`src/hdl/lgd_pkg.sv`:
```
// Package for the infrared lap-gate beacon decoder.
// Holds widths, codes, the configuration record and the pulse class type.
// No dependencies; every other file imports it.
package lgd_pkg;

  localparam int CODE_BITS  = 8;
  localparam int GATE_SHIFT = 2;

  localparam int CODE_W    = 8;
  localparam int CODE_IDX_W = $clog2(CODE_W);
  localparam int BIT_CNT_W = $clog2(CODE_BITS + 1);
  localparam int GATE_W    = 4;
  localparam int PERIOD_W  = 16;
  localparam int TIME_W    = 32;
  localparam int LAPS_W    = 16;
  localparam int TICKS_W   = 8;

  localparam int CFG_IDX_W  = 3;
  localparam int CFG_DATA_W = 16;

  localparam logic FUNC_CAPTURE = 1'b0;
  localparam logic FUNC_TICK    = 1'b1;

  localparam logic [1:0] MARK_PATTERN = 2'b01;

  localparam logic [LAPS_W-1:0]  LAPS_MAX  = '1;
  localparam logic [TICKS_W-1:0] TICKS_MAX = '1;

  typedef enum logic [CFG_IDX_W-1:0] {
    REG_SHORT_LOW     = 3'd0,
    REG_SHORT_HIGH    = 3'd1,
    REG_LONG_LOW      = 3'd2,
    REG_LONG_HIGH     = 3'd3,
    REG_HOLDOFF_LIMIT = 3'd4,
    REG_CHECK_START   = 3'd5,
    REG_CHECK_END     = 3'd6
  } cfg_idx_t;

  typedef struct packed {
    logic [PERIOD_W-1:0] short_low;
    logic [PERIOD_W-1:0] short_high;
    logic [PERIOD_W-1:0] long_low;
    logic [PERIOD_W-1:0] long_high;
    logic [TICKS_W-1:0]  holdoff_limit;
    logic                check_start;
    logic                check_end;
  } cfg_t;

  localparam cfg_t CFG_RESET = '{
    short_low:     16'd150,
    short_high:    16'd350,
    long_low:      16'd350,
    long_high:     16'd650,
    holdoff_limit: 8'd10,
    check_start:   1'b0,
    check_end:     1'b0
  };

  typedef enum logic [1:0] {
    PULSE_NONE,
    PULSE_SHORT,
    PULSE_LONG
  } pulse_class_t;

endpackage

```
`src/hdl/lgd_if.sv`:
```
// Channel interfaces for the lap-gate decoder: event input, result output
// and configuration write. Depends on lgd_pkg.
interface lgd_in_if
  import lgd_pkg::*;
();
  logic                valid;
  logic                ready;
  logic                func;
  logic [PERIOD_W-1:0] pulse_period;
  logic [TIME_W-1:0]   now_ms;

  modport source (output valid, func, pulse_period, now_ms, input ready);
  modport sink   (input valid, func, pulse_period, now_ms, output ready);
endinterface

interface lgd_out_if
  import lgd_pkg::*;
();
  logic              valid;
  logic              ready;
  logic [LAPS_W-1:0] lap_count;
  logic [TIME_W-1:0] last_lap_time;
  logic [GATE_W-1:0] gate_id;
  logic [TIME_W-1:0] gate_stamp;
  logic              lap_seen;
  logic              gate_seen;
  logic              in_holdoff;

  modport source (output valid, lap_count, last_lap_time, gate_id, gate_stamp,
                  lap_seen, gate_seen, in_holdoff, input ready);
  modport sink   (input valid, lap_count, last_lap_time, gate_id, gate_stamp,
                  lap_seen, gate_seen, in_holdoff, output ready);
endinterface

interface lgd_cfg_if
  import lgd_pkg::*;
();
  logic                  valid;
  logic                  ready;
  logic [CFG_IDX_W-1:0]  idx;
  logic [CFG_DATA_W-1:0] data;

  modport source (output valid, idx, data, input ready);
  modport sink   (input valid, idx, data, output ready);
endinterface

```
`src/hdl/lgd_pulse_class.sv`:
```
// Pulse period classifier: short window strict, long window lower bound
// inclusive, short tested first. Depends on lgd_pkg.
module lgd_pulse_class
  import lgd_pkg::*;
(
  input  cfg_t                cfg,
  input  logic [PERIOD_W-1:0] period,
  output pulse_class_t        pclass
);

  logic is_short;
  logic is_long;

  assign is_short = (period > cfg.short_low) && (period < cfg.short_high);
  assign is_long  = (period >= cfg.long_low) && (period < cfg.long_high);

  always_comb begin
    priority if (is_short) begin
      pclass = PULSE_SHORT;
    end else if (is_long) begin
      pclass = PULSE_LONG;
    end else begin
      pclass = PULSE_NONE;
    end
  end

endmodule

```
`src/hdl/ir_pulse_code_lap_gate_decoder_core.sv`:
```
// Top level of the infrared lap-gate beacon decoder: configuration registers,
// input register, frame and holdoff state, result register.
// Depends on lgd_pkg, lgd_if and lgd_pulse_class.
// An accepted item loads the input register; the result register is loaded from it once
// the result register is free or being taken.
// Throughput: one item per cycle while results are taken; a stalled result register holds the input.
// Reset: synchronous, active low; clears valid flags and decoder state, loads default thresholds.
module ir_pulse_code_lap_gate_decoder_core
  import lgd_pkg::*;
(
  input  logic      clk,
  input  logic      rst_n,
  lgd_in_if.sink    in_ch,
  lgd_out_if.source out_ch,
  lgd_cfg_if.sink   cfg_ch
);

  cfg_t cfg_r;

  logic                s1_valid_r;
  logic                s1_func_r;
  logic [PERIOD_W-1:0] s1_period_r;
  logic [TIME_W-1:0]   s1_now_r;

  logic [BIT_CNT_W-1:0] bit_count_r, bit_count_nxt;
  logic [CODE_W-1:0]    code_r, code_nxt;
  logic [TICKS_W-1:0]   ticks_r, ticks_nxt;
  logic                 holdoff_r, holdoff_nxt;
  logic [LAPS_W-1:0]    laps_r, laps_nxt;
  logic [TIME_W-1:0]    lap_time_r, lap_time_nxt;
  logic [GATE_W-1:0]    gate_r, gate_nxt;
  logic [TIME_W-1:0]    gate_time_r, gate_time_nxt;
  logic                 lap_seen_nxt, gate_seen_nxt;

  logic                 out_valid_r;
  logic [LAPS_W-1:0]    out_laps_r;
  logic [TIME_W-1:0]    out_lap_time_r;
  logic [GATE_W-1:0]    out_gate_r;
  logic [TIME_W-1:0]    out_gate_time_r;
  logic                 out_lap_seen_r;
  logic                 out_gate_seen_r;
  logic                 out_holdoff_r;

  logic s1_go;
  logic in_take;

  pulse_class_t         pclass;
  logic                 frame_ok;
  logic [CODE_W-1:0]    code_shifted;
  logic [GATE_W-1:0]    gate_field;
  logic [CODE_W-1:0]    bit_mask;
  logic [CODE_W-1:0]    code_base;

  assign s1_go       = s1_valid_r && (!out_valid_r || out_ch.ready);
  assign in_ch.ready = !s1_valid_r || s1_go;
  assign in_take     = in_ch.valid && in_ch.ready;
  assign cfg_ch.ready = 1'b1;

  // configuration registers
  always_ff @(posedge clk) begin
    if (!rst_n) begin
      cfg_r <= CFG_RESET;
    end else if (cfg_ch.valid) begin
      unique case (cfg_idx_t'(cfg_ch.idx))
        REG_SHORT_LOW:     cfg_r.short_low     <= cfg_ch.data;
        REG_SHORT_HIGH:    cfg_r.short_high    <= cfg_ch.data;
        REG_LONG_LOW:      cfg_r.long_low      <= cfg_ch.data;
        REG_LONG_HIGH:     cfg_r.long_high     <= cfg_ch.data;
        REG_HOLDOFF_LIMIT: cfg_r.holdoff_limit <= cfg_ch.data[TICKS_W-1:0];
        REG_CHECK_START:   cfg_r.check_start   <= cfg_ch.data[0];
        REG_CHECK_END:     cfg_r.check_end     <= cfg_ch.data[0];
        default: ;
      endcase
    end
  end

  // input register
  always_ff @(posedge clk) begin
    if (!rst_n) begin
      s1_valid_r <= 1'b0;
    end else if (in_ch.ready) begin
      s1_valid_r <= in_ch.valid;
    end
  end

  always_ff @(posedge clk) begin
    if (in_take) begin
      s1_func_r   <= in_ch.func;
      s1_period_r <= in_ch.pulse_period;
      s1_now_r    <= in_ch.now_ms;
    end
  end

  lgd_pulse_class u_class (
    .cfg    (cfg_r),
    .period (s1_period_r),
    .pclass (pclass)
  );

  assign code_shifted = code_r >> GATE_SHIFT;
  assign gate_field   = code_shifted[GATE_W-1:0];
  assign bit_mask     = CODE_W'(1) << bit_count_r[CODE_IDX_W-1:0];
  assign code_base    = (bit_count_r == '0) ? '0 : code_r;

  assign frame_ok = (bit_count_r == BIT_CNT_W'(CODE_BITS))
                 && (!cfg_r.check_start || code_r[1:0] == MARK_PATTERN)
                 && (!cfg_r.check_end || code_r[CODE_BITS-1 -: 2] == MARK_PATTERN);

  always_comb begin
    bit_count_nxt = bit_count_r;
    code_nxt      = code_r;
    ticks_nxt     = ticks_r;
    holdoff_nxt   = holdoff_r;
    laps_nxt      = laps_r;
    lap_time_nxt  = lap_time_r;
    gate_nxt      = gate_r;
    gate_time_nxt = gate_time_r;
    lap_seen_nxt  = 1'b0;
    gate_seen_nxt = 1'b0;
    if (s1_func_r == FUNC_CAPTURE) begin
      if (!holdoff_r) begin
        if (bit_count_r >= BIT_CNT_W'(CODE_BITS)) begin
          bit_count_nxt = '0;
          code_nxt      = '0;
        end else begin
          unique case (pclass)
            PULSE_SHORT: begin
              code_nxt      = code_base & ~bit_mask;
              bit_count_nxt = bit_count_r + BIT_CNT_W'(1);
            end
            PULSE_LONG: begin
              code_nxt      = code_base | bit_mask;
              bit_count_nxt = bit_count_r + BIT_CNT_W'(1);
            end
            default: code_nxt = code_base;
          endcase
        end
      end
    end else begin
      priority if (frame_ok) begin
        ticks_nxt   = '0;
        holdoff_nxt = 1'b1;
        if (gate_field == '0) begin
          if (laps_r != LAPS_MAX) begin
            laps_nxt = laps_r + LAPS_W'(1);
          end
          lap_time_nxt = s1_now_r;
          lap_seen_nxt = 1'b1;
        end else begin
          gate_nxt      = gate_field;
          gate_time_nxt = s1_now_r;
          gate_seen_nxt = 1'b1;
        end
      end else if (ticks_r > cfg_r.holdoff_limit) begin
        ticks_nxt   = '0;
        holdoff_nxt = 1'b0;
      end else if (holdoff_r) begin
        if (ticks_r != TICKS_MAX) begin
          ticks_nxt = ticks_r + TICKS_W'(1);
        end
      end
      bit_count_nxt = '0;
      code_nxt      = '0;
    end
  end

  // decoder state, advanced once per item
  always_ff @(posedge clk) begin
    if (!rst_n) begin
      bit_count_r <= '0;
      code_r      <= '0;
      ticks_r     <= '0;
      holdoff_r   <= 1'b0;
      laps_r      <= '0;
      lap_time_r  <= '0;
      gate_r      <= '0;
      gate_time_r <= '0;
    end else if (s1_go) begin
      bit_count_r <= bit_count_nxt;
      code_r      <= code_nxt;
      ticks_r     <= ticks_nxt;
      holdoff_r   <= holdoff_nxt;
      laps_r      <= laps_nxt;
      lap_time_r  <= lap_time_nxt;
      gate_r      <= gate_nxt;
      gate_time_r <= gate_time_nxt;
    end
  end

  // result register
  always_ff @(posedge clk) begin
    if (!rst_n) begin
      out_valid_r <= 1'b0;
    end else if (s1_go) begin
      out_valid_r <= 1'b1;
    end else if (out_ch.ready) begin
      out_valid_r <= 1'b0;
    end
  end

  always_ff @(posedge clk) begin
    if (s1_go) begin
      out_laps_r      <= laps_nxt;
      out_lap_time_r  <= lap_time_nxt;
      out_gate_r      <= gate_nxt;
      out_gate_time_r <= gate_time_nxt;
      out_lap_seen_r  <= lap_seen_nxt;
      out_gate_seen_r <= gate_seen_nxt;
      out_holdoff_r   <= holdoff_nxt;
    end
  end

  assign out_ch.valid         = out_valid_r;
  assign out_ch.lap_count     = out_laps_r;
  assign out_ch.last_lap_time = out_lap_time_r;
  assign out_ch.gate_id       = out_gate_r;
  assign out_ch.gate_stamp    = out_gate_time_r;
  assign out_ch.lap_seen      = out_lap_seen_r;
  assign out_ch.gate_seen     = out_gate_seen_r;
  assign out_ch.in_holdoff    = out_holdoff_r;

  a_seen_exclusive: assert property (@(posedge clk) disable iff (!rst_n)
    out_valid_r |-> !(out_lap_seen_r && out_gate_seen_r))
    else $error("lap and gate reported for one item");

  a_seen_enters_holdoff: assert property (@(posedge clk) disable iff (!rst_n)
    (out_valid_r && (out_lap_seen_r || out_gate_seen_r)) |-> out_holdoff_r)
    else $error("beacon without holdoff");

  a_bit_count_bound: assert property (@(posedge clk) disable iff (!rst_n)
    bit_count_r <= BIT_CNT_W'(CODE_BITS))
    else $error("bit count beyond code length");

  a_laps_monotonic: assert property (@(posedge clk) disable iff (!rst_n)
    $past(rst_n) |-> laps_r >= $past(laps_r))
    else $error("lap count decreased");

endmodule

```
`src/flat_wrapper.sv`:
```
// flat-port wrapper written by rule: the top's interface ports become plain ports
module ir_pulse_code_lap_gate_decoder_core_flat import lgd_pkg::*;
  (clk, rst_n, in_ch_valid, in_ch_func, in_ch_pulse_period, in_ch_now_ms, in_ch_ready, out_ch_valid, out_ch_lap_count, out_ch_last_lap_time, out_ch_gate_id, out_ch_gate_stamp, out_ch_lap_seen, out_ch_gate_seen, out_ch_in_holdoff, out_ch_ready, cfg_ch_valid, cfg_ch_idx, cfg_ch_data, cfg_ch_ready);
  lgd_in_if in_ch_i ();
  lgd_out_if out_ch_i ();
  lgd_cfg_if cfg_ch_i ();
  input  logic clk;
  input  logic rst_n;
  input wire logic [$bits(in_ch_i.valid)-1:0] in_ch_valid;
  input wire logic [$bits(in_ch_i.func)-1:0] in_ch_func;
  input wire logic [$bits(in_ch_i.pulse_period)-1:0] in_ch_pulse_period;
  input wire logic [$bits(in_ch_i.now_ms)-1:0] in_ch_now_ms;
  output wire logic [$bits(in_ch_i.ready)-1:0] in_ch_ready;
  output wire logic [$bits(out_ch_i.valid)-1:0] out_ch_valid;
  output wire logic [$bits(out_ch_i.lap_count)-1:0] out_ch_lap_count;
  output wire logic [$bits(out_ch_i.last_lap_time)-1:0] out_ch_last_lap_time;
  output wire logic [$bits(out_ch_i.gate_id)-1:0] out_ch_gate_id;
  output wire logic [$bits(out_ch_i.gate_stamp)-1:0] out_ch_gate_stamp;
  output wire logic [$bits(out_ch_i.lap_seen)-1:0] out_ch_lap_seen;
  output wire logic [$bits(out_ch_i.gate_seen)-1:0] out_ch_gate_seen;
  output wire logic [$bits(out_ch_i.in_holdoff)-1:0] out_ch_in_holdoff;
  input wire logic [$bits(out_ch_i.ready)-1:0] out_ch_ready;
  input wire logic [$bits(cfg_ch_i.valid)-1:0] cfg_ch_valid;
  input wire logic [$bits(cfg_ch_i.idx)-1:0] cfg_ch_idx;
  input wire logic [$bits(cfg_ch_i.data)-1:0] cfg_ch_data;
  output wire logic [$bits(cfg_ch_i.ready)-1:0] cfg_ch_ready;
  assign in_ch_i.valid = in_ch_valid;
  assign in_ch_i.func = in_ch_func;
  assign in_ch_i.pulse_period = in_ch_pulse_period;
  assign in_ch_i.now_ms = in_ch_now_ms;
  assign in_ch_ready = in_ch_i.ready;
  assign out_ch_valid = out_ch_i.valid;
  assign out_ch_lap_count = out_ch_i.lap_count;
  assign out_ch_last_lap_time = out_ch_i.last_lap_time;
  assign out_ch_gate_id = out_ch_i.gate_id;
  assign out_ch_gate_stamp = out_ch_i.gate_stamp;
  assign out_ch_lap_seen = out_ch_i.lap_seen;
  assign out_ch_gate_seen = out_ch_i.gate_seen;
  assign out_ch_in_holdoff = out_ch_i.in_holdoff;
  assign out_ch_i.ready = out_ch_ready;
  assign cfg_ch_i.valid = cfg_ch_valid;
  assign cfg_ch_i.idx = cfg_ch_idx;
  assign cfg_ch_i.data = cfg_ch_data;
  assign cfg_ch_ready = cfg_ch_i.ready;
  ir_pulse_code_lap_gate_decoder_core u_core (.clk(clk), .rst_n(rst_n), .in_ch(in_ch_i), .out_ch(out_ch_i), .cfg_ch(cfg_ch_i));
endmodule
```
`config.mk`:
```
export PLATFORM = sky130hd
export DESIGN_NAME = ir_pulse_code_lap_gate_decoder_core_flat
export DESIGN_NICKNAME = d
export VERILOG_FILES = /design/src/hdl/lgd_pkg.sv /design/src/hdl/lgd_if.sv /design/src/hdl/lgd_pulse_class.sv /design/src/hdl/ir_pulse_code_lap_gate_decoder_core.sv /design/src/flat_wrapper.sv
export SDC_FILE = /design/constraint.sdc
export NUM_CORES = 1
export LEC_CHECK = 0
export ABC_CLOCK_PERIOD_IN_PS = 5100
export BUFFER_PORTS_ARGS = -buffer_cell sky130_fd_sc_hd__buf_4
export CAP_MARGIN = 15
export CORE_MARGIN = 1.5
export CORE_UTILIZATION = 53
export DETAILED_ROUTE_END_ITERATION = 8
export PLACE_DENSITY = 0.72
export SYNTH_ARGS = -nofsm -noshare
export SYNTH_HDL_FRONTEND = slang
export SYNTH_SLANG_ARGS = --single-unit
```
`constraint.sdc`:
```
create_clock -name clk -period 5.1 [get_ports clk]
set_clock_uncertainty 0.15 [all_clocks]
set_input_delay 1.02 -clock clk [delete_from_list [all_inputs] [get_ports clk]]
set_output_delay 1.02 -clock clk [all_outputs]
set_load 0.03 [all_outputs]
```
# Word-level counts from Yosys, hierarchy flattened
# Index checks and enable logic that the tools add are counted.
dict set report word_totals {
  register_bits 317
  latch_bits 0
  ram_bits 0
  mem_bits_ro 0
  inputBits 73
  out_inout_bits 90
  wordCells 122
  n_memories 0
}
dict set report classes {
  add_sub_neg 3
  n_mul 0
  n_div 0
  n_lt_le_gt_ge 6
  n_eq_ne 14
  n_shift 1
  n_mux 35
  n_bitwise 3
  reduce_logical 33
}
# operator n
set ops {}
lappend ops {{$mux 32} 6}
lappend ops {{$mux 16} 4}
lappend ops {{$mux 8} 8}
lappend ops {{$lt 16x16->1} 2}
lappend ops {{$mux 4} 7}
lappend ops {{$reduce_and 2->1} 9}
lappend ops {{$add 16x1->16 const B} 1}
lappend ops {{$ge 16x16->1} 1}
lappend ops {{$gt 16x16->1} 1}
lappend ops {{$ne 16x16->1 const B} 1}
lappend ops {{$pmux 8 s2} 1}
lappend ops {{$eq 3x3->1 const B} 3}
lappend ops {{$reduce_bool 3->1} 3}
lappend ops {{$add 8x1->8 const B} 1}
lappend ops {{$and 8x8->8} 1}
lappend ops {{$gt 8x8->1} 1}
lappend ops {{$logic_not 4->1} 2}
lappend ops {{$ne 8x8->1 const B} 1}
lappend ops {{$not 8->8} 1}
lappend ops {{$or 8x8->8} 1}
lappend ops {{$shl 1x3->8 const A} 1}
lappend ops {{$mux 1} 7}
lappend ops {{$eq 2x1->1 const B} 3}
lappend ops {{$eq 3x2->1 const B} 2}
lappend ops {{other kinds (15)} 27}

# Depth between registers and ports, before layout
# Gate-level depths: netlist of run 1.
dict set report depth {
  word_depth 10
  mapped_depth 12
  mapped_depth_nobuf 10
}

# Modules after synthesis
# Synthesis of run 1 repeated with hierarchy kept, for this count alone.
dict set report unflattened {
  hier_cells 1492
  area_unflattened_um2 14290.0
}
# module instances cells_each area_per_inst_um2 seq_area_each_um2
set modules_own_cells {}
lappend modules_own_cells {ir_pulse_code_lap_gate_decoder_core 1 1268 12705.9 7707.4}
lappend modules_own_cells {lgd_pulse_class 1 224 1584.0 0.0}

# Worst setup path before layout of run 1
# OpenSTA, ideal clock, no wires.
dict set report synth_path {
  path_type {input-to-reg}
  startpoint {in out_ch_ready}
  endpoint {reg u_core.out_gate_r[0], in the netlist u_core.out_ch.gate_id[0] (enable)}
  setup_time_ns 0.485
  t_arrival_ns 4.248
  required_ns 4.465
  setup_slack_ns 0.217
  path_stages 5
  n_path_buf 2
  path_cell_list {nor2b_1 > nand2b_1 > inv_2 > clkbuf_1 > clkbuf_1}
}
dict set report synth_via {
  elab_chain_len 2
}
# element line_no
set synth_lines {}
lappend synth_lines {{from (decl)} flat_wrapper.sv:22} ;# input wire logic [$bits(out_ch_i.ready)-1:0] out_ch_ready;
lappend synth_lines {{$logic_or 1x1->1} ir_pulse_code_lap_gate_decoder_core.sv:54} ;# assign s1_go = s1_valid_r && (!out_valid_r || out_ch.ready);
lappend synth_lines {{$logic_and 1x1->1} ir_pulse_code_lap_gate_decoder_core.sv:54}
lappend synth_lines {{via u_core.s1_go} ir_pulse_code_lap_gate_decoder_core.sv:44} ;# logic s1_go;
lappend synth_lines {{to (signal assigned)} ir_pulse_code_lap_gate_decoder_core.sv:205} ;# out_gate_r <= gate_nxt;
lappend synth_lines {{to (decl)} ir_pulse_code_lap_gate_decoder_core.sv:38} ;# logic [GATE_W-1:0] out_gate_r;
# The timed path passes the listed nets, and every way through them passes these cells.
# A chain may end at the register's enable or synchronous reset.

# Final worst setup path of run 1
dict set report layout_path {
  startpoint {reg u_core.bit_count_r[0]}
  endpoint {reg u_core.out_laps_r[11], in the netlist u_core.out_ch.lap_count[11], data pin}
}
dict set report layout_via {
  elab_chain_len 5
}
# element line_no
set layout_lines {}
lappend layout_lines {{from (decl)} ir_pulse_code_lap_gate_decoder_core.sv:25} ;# logic [BIT_CNT_W-1:0] bit_count_r, bit_count_nxt;
lappend layout_lines {{from (signal assigned)} ir_pulse_code_lap_gate_decoder_core.sv:179} ;# bit_count_r <= bit_count_nxt;
lappend layout_lines {{$eq 4x4->1} ir_pulse_code_lap_gate_decoder_core.sv:105} ;# assign frame_ok = (bit_count_r == BIT_CNT_W'(CODE_BITS))
lappend layout_lines {{$logic_and 1x1->1} ir_pulse_code_lap_gate_decoder_core.sv:106} ;# && (!cfg_r.check_start || code_r[1:0] == MARK_PATTERN)
lappend layout_lines {{$logic_and 1x1->1} ir_pulse_code_lap_gate_decoder_core.sv:107} ;# && (!cfg_r.check_end || code_r[CODE_BITS-1 -: 2] == MARK_PATTERN);
lappend layout_lines {{$mux 16} ir_pulse_code_lap_gate_decoder_core.sv:140} ;# priority if (frame_ok) begin
lappend layout_lines {{$mux 16} ir_pulse_code_lap_gate_decoder_core.sv:120} ;# if (s1_func_r == FUNC_CAPTURE) begin
lappend layout_lines {{via u_core.laps_nxt[11]} ir_pulse_code_lap_gate_decoder_core.sv:29} ;# logic [LAPS_W-1:0] laps_r, laps_nxt;
lappend layout_lines {{to (signal assigned)} ir_pulse_code_lap_gate_decoder_core.sv:203} ;# out_laps_r <= laps_nxt;
lappend layout_lines {{to (decl)} ir_pulse_code_lap_gate_decoder_core.sv:36} ;# logic [LAPS_W-1:0] out_laps_r;
# The timed path passes the listed nets, and every way through them passes these cells.

==> results of run 1 <==
power by group through the flow:
stage | Sequential, mW | Clock (mW) | Combinational (mW)
finish | 2.79 | 2.50 | 0.438
global route | 2.80 | 2.66 | 0.483
CTS | 2.79 | 2.55 | 0.440
detailed placement | 2.85 | 0 | 0.437
global placement | 2.85 | 0 | 0.428
floorplan | 2.90 | 0 | 0.206
routing by layer:
layer  routed length (um)  part of all wire [%]  vias up
li1                     -                     -     5125
met2                14220                    47      302
met4                  937                   3.1        0
met3                 1701                   5.7       65
met5                    0                     0        -
met1                13180                    44     4846
final timing paths:
path / from / end / slack (ps) / cells past startpoint
hold reg to reg: u_core.cfg_r[69] / u_core.cfg_r[69] / 300 / 2
hold / removal: u_core.cfg_r[69] / u_core.cfg_r[69] / 300 / 2
setup / recovery: u_core.bit_count_r[0] / u_core.out_ch.lap_count[11] / 1600 / 10
setup reg to reg: u_core.bit_count_r[0] / u_core.out_ch.lap_count[11] / 1600 / 10
Yosys cell counts, types with 3 or more instances:
cell type / n / area [um^2]
nand2_1: 332 / 1246
o21a_1: 4 / 30.03
and4_1: 3 / 26.28
a21oi_1: 124 / 620.6
inv_1: 81 / 304.0
nand2b_1: 8 / 50.05
a21o_1: 4 / 30.03
xnor2_1: 12 / 105.1
o21ai_0: 25 / 125.1
nand3b_1: 4 / 30.03
edfxtp_1: 136 / 4084
o211ai_1: 23 / 172.7
nand3_1: 23 / 115.1
dfxtp_1: 181 / 3623
ha_1: 78 / 975.9
a41oi_1: 3 / 26.28
and2_1: 4 / 25.02
mux2i_1: 3 / 30.03
buf_1: 6 / 22.52
nand4_1: 18 / 112.6
nor3_1: 36 / 180.2
and3_1: 13 / 81.33
clkbuf_1: 54 / 202.7
nor2b_1: 10 / 62.56
a22o_1: 10 / 87.58
xor2_1: 15 / 131.4
mux2_2: 34 / 382.9
nor2_1: 115 / 431.7
or3_1: 6 / 37.54
a211oi_1: 4 / 30.03
area by class of cell:
class	instances	share of cell area (%)
repair buffers	168	7.739
well taps	330	2.526
flip-flops and latches	317	47.15
inverters	83	2.028
clock buffers	54	6.361
clock inverters	7	0.6659
multi-input cells	947	33.53
cell usage in the layout, fill, tap and decap left out, types with 36 or more instances in the layout:
cell / instances
nor2_1: 115
ha_1: 78
nand2_1: 331
edfxtp_1: 136
dfxtp_1: 181
clkbuf_16: 37
nor3_1: 36
buf_4: 167
inv_1: 80
a21oi_1: 124
flip-flops by register name, indices dropped and copies added, names as in the netlist, 4 cells and up:
signal and flops:
u_core.out_ch.gate_id 4, u_core.s1_period_r 16, u_core.bit_count_r 4, u_core.gate_r 4, u_core.out_ch.lap_count 16, u_core.laps_r 16, u_core.cfg_r 74, u_core.lap_time_r 32
u_core.code_r 8, u_core.s1_now_r 32, u_core.out_ch.gate_stamp 32, u_core.ticks_r 8, u_core.gate_time_r 32, u_core.out_ch.last_lap_time 32
cells by family after synthesis:
logic type      Yosys count
compound gates          220
xor+xnor                 27
fa+ha+maj                78
buf+inv                 147
flops                   317
mux                      38
other cells               1
simple gates            583
worst max-delay path: stages (launching register included):
cell	delay, ps
dfxtp_1	360
inv_1	110
ha_1	250
nand3b_1	100
a221o_1	340
or3_2	870
clkinv_8	310
and2_1	290
nand2_1	180
nor2_1	160
xor2_1	90
==> qor.yml, run 1 <==
start_util_pct: 54.28
via_count: 10340
crit_required_ps: 5190
cts-htree-levels: 2
synth_compound_area_share_pct: 9.648
syn_area_um2: 13750
n_antenna_cell: 0
path_max_fanout: 36
port_buffers: 161
regArea_um2: 7707
final.min_clock_period_ps: 3503
cts_made_buffers: 34
synthFlopType: "dfxtp_1"
die_w_um: 164.1
grt_overflow: 0
cts_resized: 0
grtUsageMet1_pct: 29.51
tritoncts: "yes"
wl_um: 30040
placed_cells: 1845
first_iter_violations: 760
wire_per_inst_um: 15.76
rsz0062_at_grt: "false"
gp_congestion: 0.8347
post_cts_buffers: 0
path_class: "register to register"
grt_pass1_wl_um: 47930
seqPwrFrac_pct: 48.8
place_area_um2: 15200
fillers: 2070
yosys.area_share.adder_pct: 7.099
synth_edf_count: 136
clk_path_buf_depth: 3
ys_types: 61
power.net_switching_mw: 1.279
endpoint_kind: "register"
drc_errors: 0
dp_slack_ps: 1625
final_nets: 1702
clk_latency_ps: 510
outcome: "finished, final reports clean"
finalWorstSetupSlack_ps: 1597
clkSinkCount: 317
hold_class: "register to register"
grtUsageTotal_pct: 22.36
p_sw_share_pct: 22.33
powerDensity_nw_per_um2: 350.6
grt_max_degree: 100
synth-simple-area-share_pct: 18.12
synth_area_per_cell_um2: 9.743
rows: 58
fin_total_pwr_mw: 5.730
hpwl_um: 19230
clk_pin_slew_ps: 60
maxCapViolations: 0
synth_fp_nets: 1562
fin_crit_sh_pct: 68.69
arrival_ps: 3590
slew_headroom_pct: 26.45
postCtsHoldBufs: 0
vias_per_cell: 5.424
fin_util_pct: 64.54
p_leak_nw: 6.573
power_frac_comb_pct: 7.6
dieArea_um2: 26910
power_frac_clock_pct: 43.6
yosys.area_share.xor_xnor_pct: 1.720
drt_first_pass_iters: 6
antenna_found_initial: 0
p_int_mw: 4.451
synth_top_family_by_area: "simple AND/OR/NAND/NOR gates"
final_cells: 1906
ant_nets: 0
yosysSeqAreaShare_pct: 56.07
setup_violations: 0
start_kind: "register"
multi_input_area_um2: 5480
grt_busiest_layer: "met2"
die_y_um: 164.1
grt_pass1_vias: 9646
layout-drive-gt1-share_pct: 16.81
irDropWorstVdd_uv: 229.1
timing.fmax_ghz: 0.2855
cts_root_buf: "clkbuf_16"
slew_viol_final: 0
async_flop_share_pct: 0
finalSetupTns_ps: 0
synth_cells: 1411
synth_warnings: 0
grt_use_met2_pct: 37.13
synth_mux_area_share_pct: 3.113
tightestPinTransition_ps: 1094
hold_ws_ps: 303.6
ys_seq_elements: 317
hold_viol: 0
grtUsageMet3_pct: 3.510
fin_area_um2: 16350
num_io_pins: 163
syn2layout_area_growth_pct: 18.90
core_area_um2: 25330
Power figures use the tool's default switching activity.
==> inputs of run 2 (changes only) <==
- ABC_CLOCK_PERIOD_IN_PS: 5100 -> 2900
- clock period: 5.1 -> 2.9 ns (I/O delays scaled with it)
==> qor.yml, run 2 (synthesized netlist as in run 1, its figures left out) <==
outcome: "finished, final reports clean"
cpPeakStageDelay_ps: 460
via_count: 10420
num_io_pins: 163
maxCapViolations: 0
post_cts_buffers: 0
finalWorstSetupSlack_ps: 117.4
slowest_stage: "edfxtp_1"
fillers: 2058
r2r-end: "u_core.bit_count_r[0]"
hpwl_um: 20310
r2r_cells: 8
final_nets: 1724
ant_nets: 0
clk_latency_ps: 520
timing.fmax_ghz: 0.3594
tightestPinTransition_ps: 784.3
hold_class: "input pin to register"
irDropWorstVdd_uv: 500.2
reg2reg_slack_ps: 120
powerDensity_nw_per_um2: 600.8
grt_use_met2_pct: 38.42
wl_um: 31090
slew_viol_final: 0
port_buffers: 161
crit_required_ps: 3160
fin_total_pwr_mw: 9.928
endpoint_kind: "register"
min_to: "u_core.s1_period_r[2]"
hold_ws_ps: 87.55
grtUsageMet1_pct: 29.94
syn2layout_area_growth_pct: 20.21
crit_chain: "ha_1 -> nand4_1 -> nor4_1 -> a211oi_1 -> nor4_1 -> buf_4 -> o31ai_1 -> a22o_1"
hold_viol: 0
cts-htree-levels: 2
top_register: "u_core.cfg_r"
first_iter_violations: 700
die_w_um: 164.1
dp_slack_ps: 109.8
drc_errors: 0
grtUsageMet3_pct: 3.965
start_kind: "register"
cts_root_buf: "clkbuf_16"
rows: 58
slew_headroom_pct: 47.71
holdPathStages: 1
arrival_ps: 3050
grtUsageTotal_pct: 22.90
clk_path_buf_depth: 3
grt_max_degree: 77
antenna_found_initial: 0
r2r-start: "u_core.s1_period_r[14]"
p_leak_nw: 6.681
wire_per_inst_um: 16.12
rsz0062_at_grt: "true"
grt_pass1_wl_um: 49130
cts_made_buffers: 34
vias_per_cell: 5.404
final_common_cell: "nand2_1"
path_class: "register to register"
cpMostUsedCell: "nor4_1"
start_util_pct: 54.28
placed_cells: 1867
final.min_clock_period_ps: 2783
fin_crit_sh_pct: 95.95
final_cells: 1929
clkSinkCount: 317
core_area_um2: 25330
grt_busiest_layer: "met2"
largest_register_ffs: 74
worstHoldStart: "in_ch_pulse_period[2]"
dieArea_um2: 26910
clk_pin_slew_ps: 60
tritoncts: "yes"
drt_first_pass_iters: 5
path_max_fanout: 11
die_y_um: 164.1
final_cell_mix: "nand2_1 (331), buf_4 (184), dfxtp_1 (181)"
grt_overflow: 0
setup_violations: 0
n_antenna_cell: 0
layout-drive-gt1-share_pct: 17.95
gp_congestion: 0.8906
grt_pass1_vias: 9930
==> run 2: cell count changes in the layout (fill, tap and decap cells not counted), sizes merged <==
cell,before,now
buf,168,190
bufinv,3,0
clkbuf,54,56
inv,82,84
==> run 2: report_power, final <==
group	total, mW	leakage [nW]	internal (mW)	switching [mW]
logic	0.805	3.37	0.301	0.504
clock network	4.22	0.539	2.49	1.72
registers	4.91	2.77	4.82	0.0838
total	9.93	6.68	7.62	2.31
==> run 2: layout make-up <==
type                    count  area (um^2)  area share, %
multi-input cells         947         5470          33.10
inverters                  83        331.6          2.007
well taps                 330        412.9          2.499
clock buffers              56         1055          6.383
flip-flops and latches    317         7707          46.64
clock inverters             6        46.29         0.2802
repair buffers            190         1501          9.086
==> run 2: how the worst max path moves through the flow <==
stage / start / to / cells past startpoint
after floorplan: out_ch_ready / u_core.s1_func_r / 3
after global placement: u_core.s1_period_r[0] / u_core.code_r[4] / 10
after detailed placement: u_core.s1_period_r[0] / u_core.code_r[4] / 10
after CTS: u_core.s1_period_r[0] / u_core.code_r[4] / 10
after global routing: u_core.s1_period_r[5] / u_core.bit_count_r[0] / 9
final: u_core.s1_period_r[14] / u_core.bit_count_r[0] / 8
==> run 2: worst max-delay path: cells and delay by family (launching register included) <==
kind	cells	cell delay, ps
flip-flops	1	460
AO/OA/AOI/OAI	3	520
buffers and inverters	1	240
adder cells (fa/ha/maj)	1	350
AND/OR/NAND/NOR	3	940
==> run 2: layer usage <==
| metal | up-vias | wire, um | share of wire [%] |
|---|---|---|---|
| li1 | 5163 | - | - |
| met1 | 4880 | 13770 | 44 |
| met3 | 60 | 1853 | 6.0 |
| met4 | 0 | 750 | 2.4 |
| met2 | 321 | 14710 | 47 |
| met5 | - | 0 | 0 |
==> run 2: through the flow <==
step	TNS, ps	area [um^2]	utilization [%]
6_report	0	16520	65.25
5_1_grt	-146.0	16520	65.25
4_1_cts	0	16520	65.24
3_5_place_dp	0	15420	60.89
3_3_place_gp	0	15420	60.89
2_1_floorplan	0	13750	-
==> run 2: what timing repair did <==
item,4_1_cts,5_1_grt
hold buffers,0,0
setup endpoints to repair,0,4
resized for setup,0,1
hold endpoints to repair,0,0
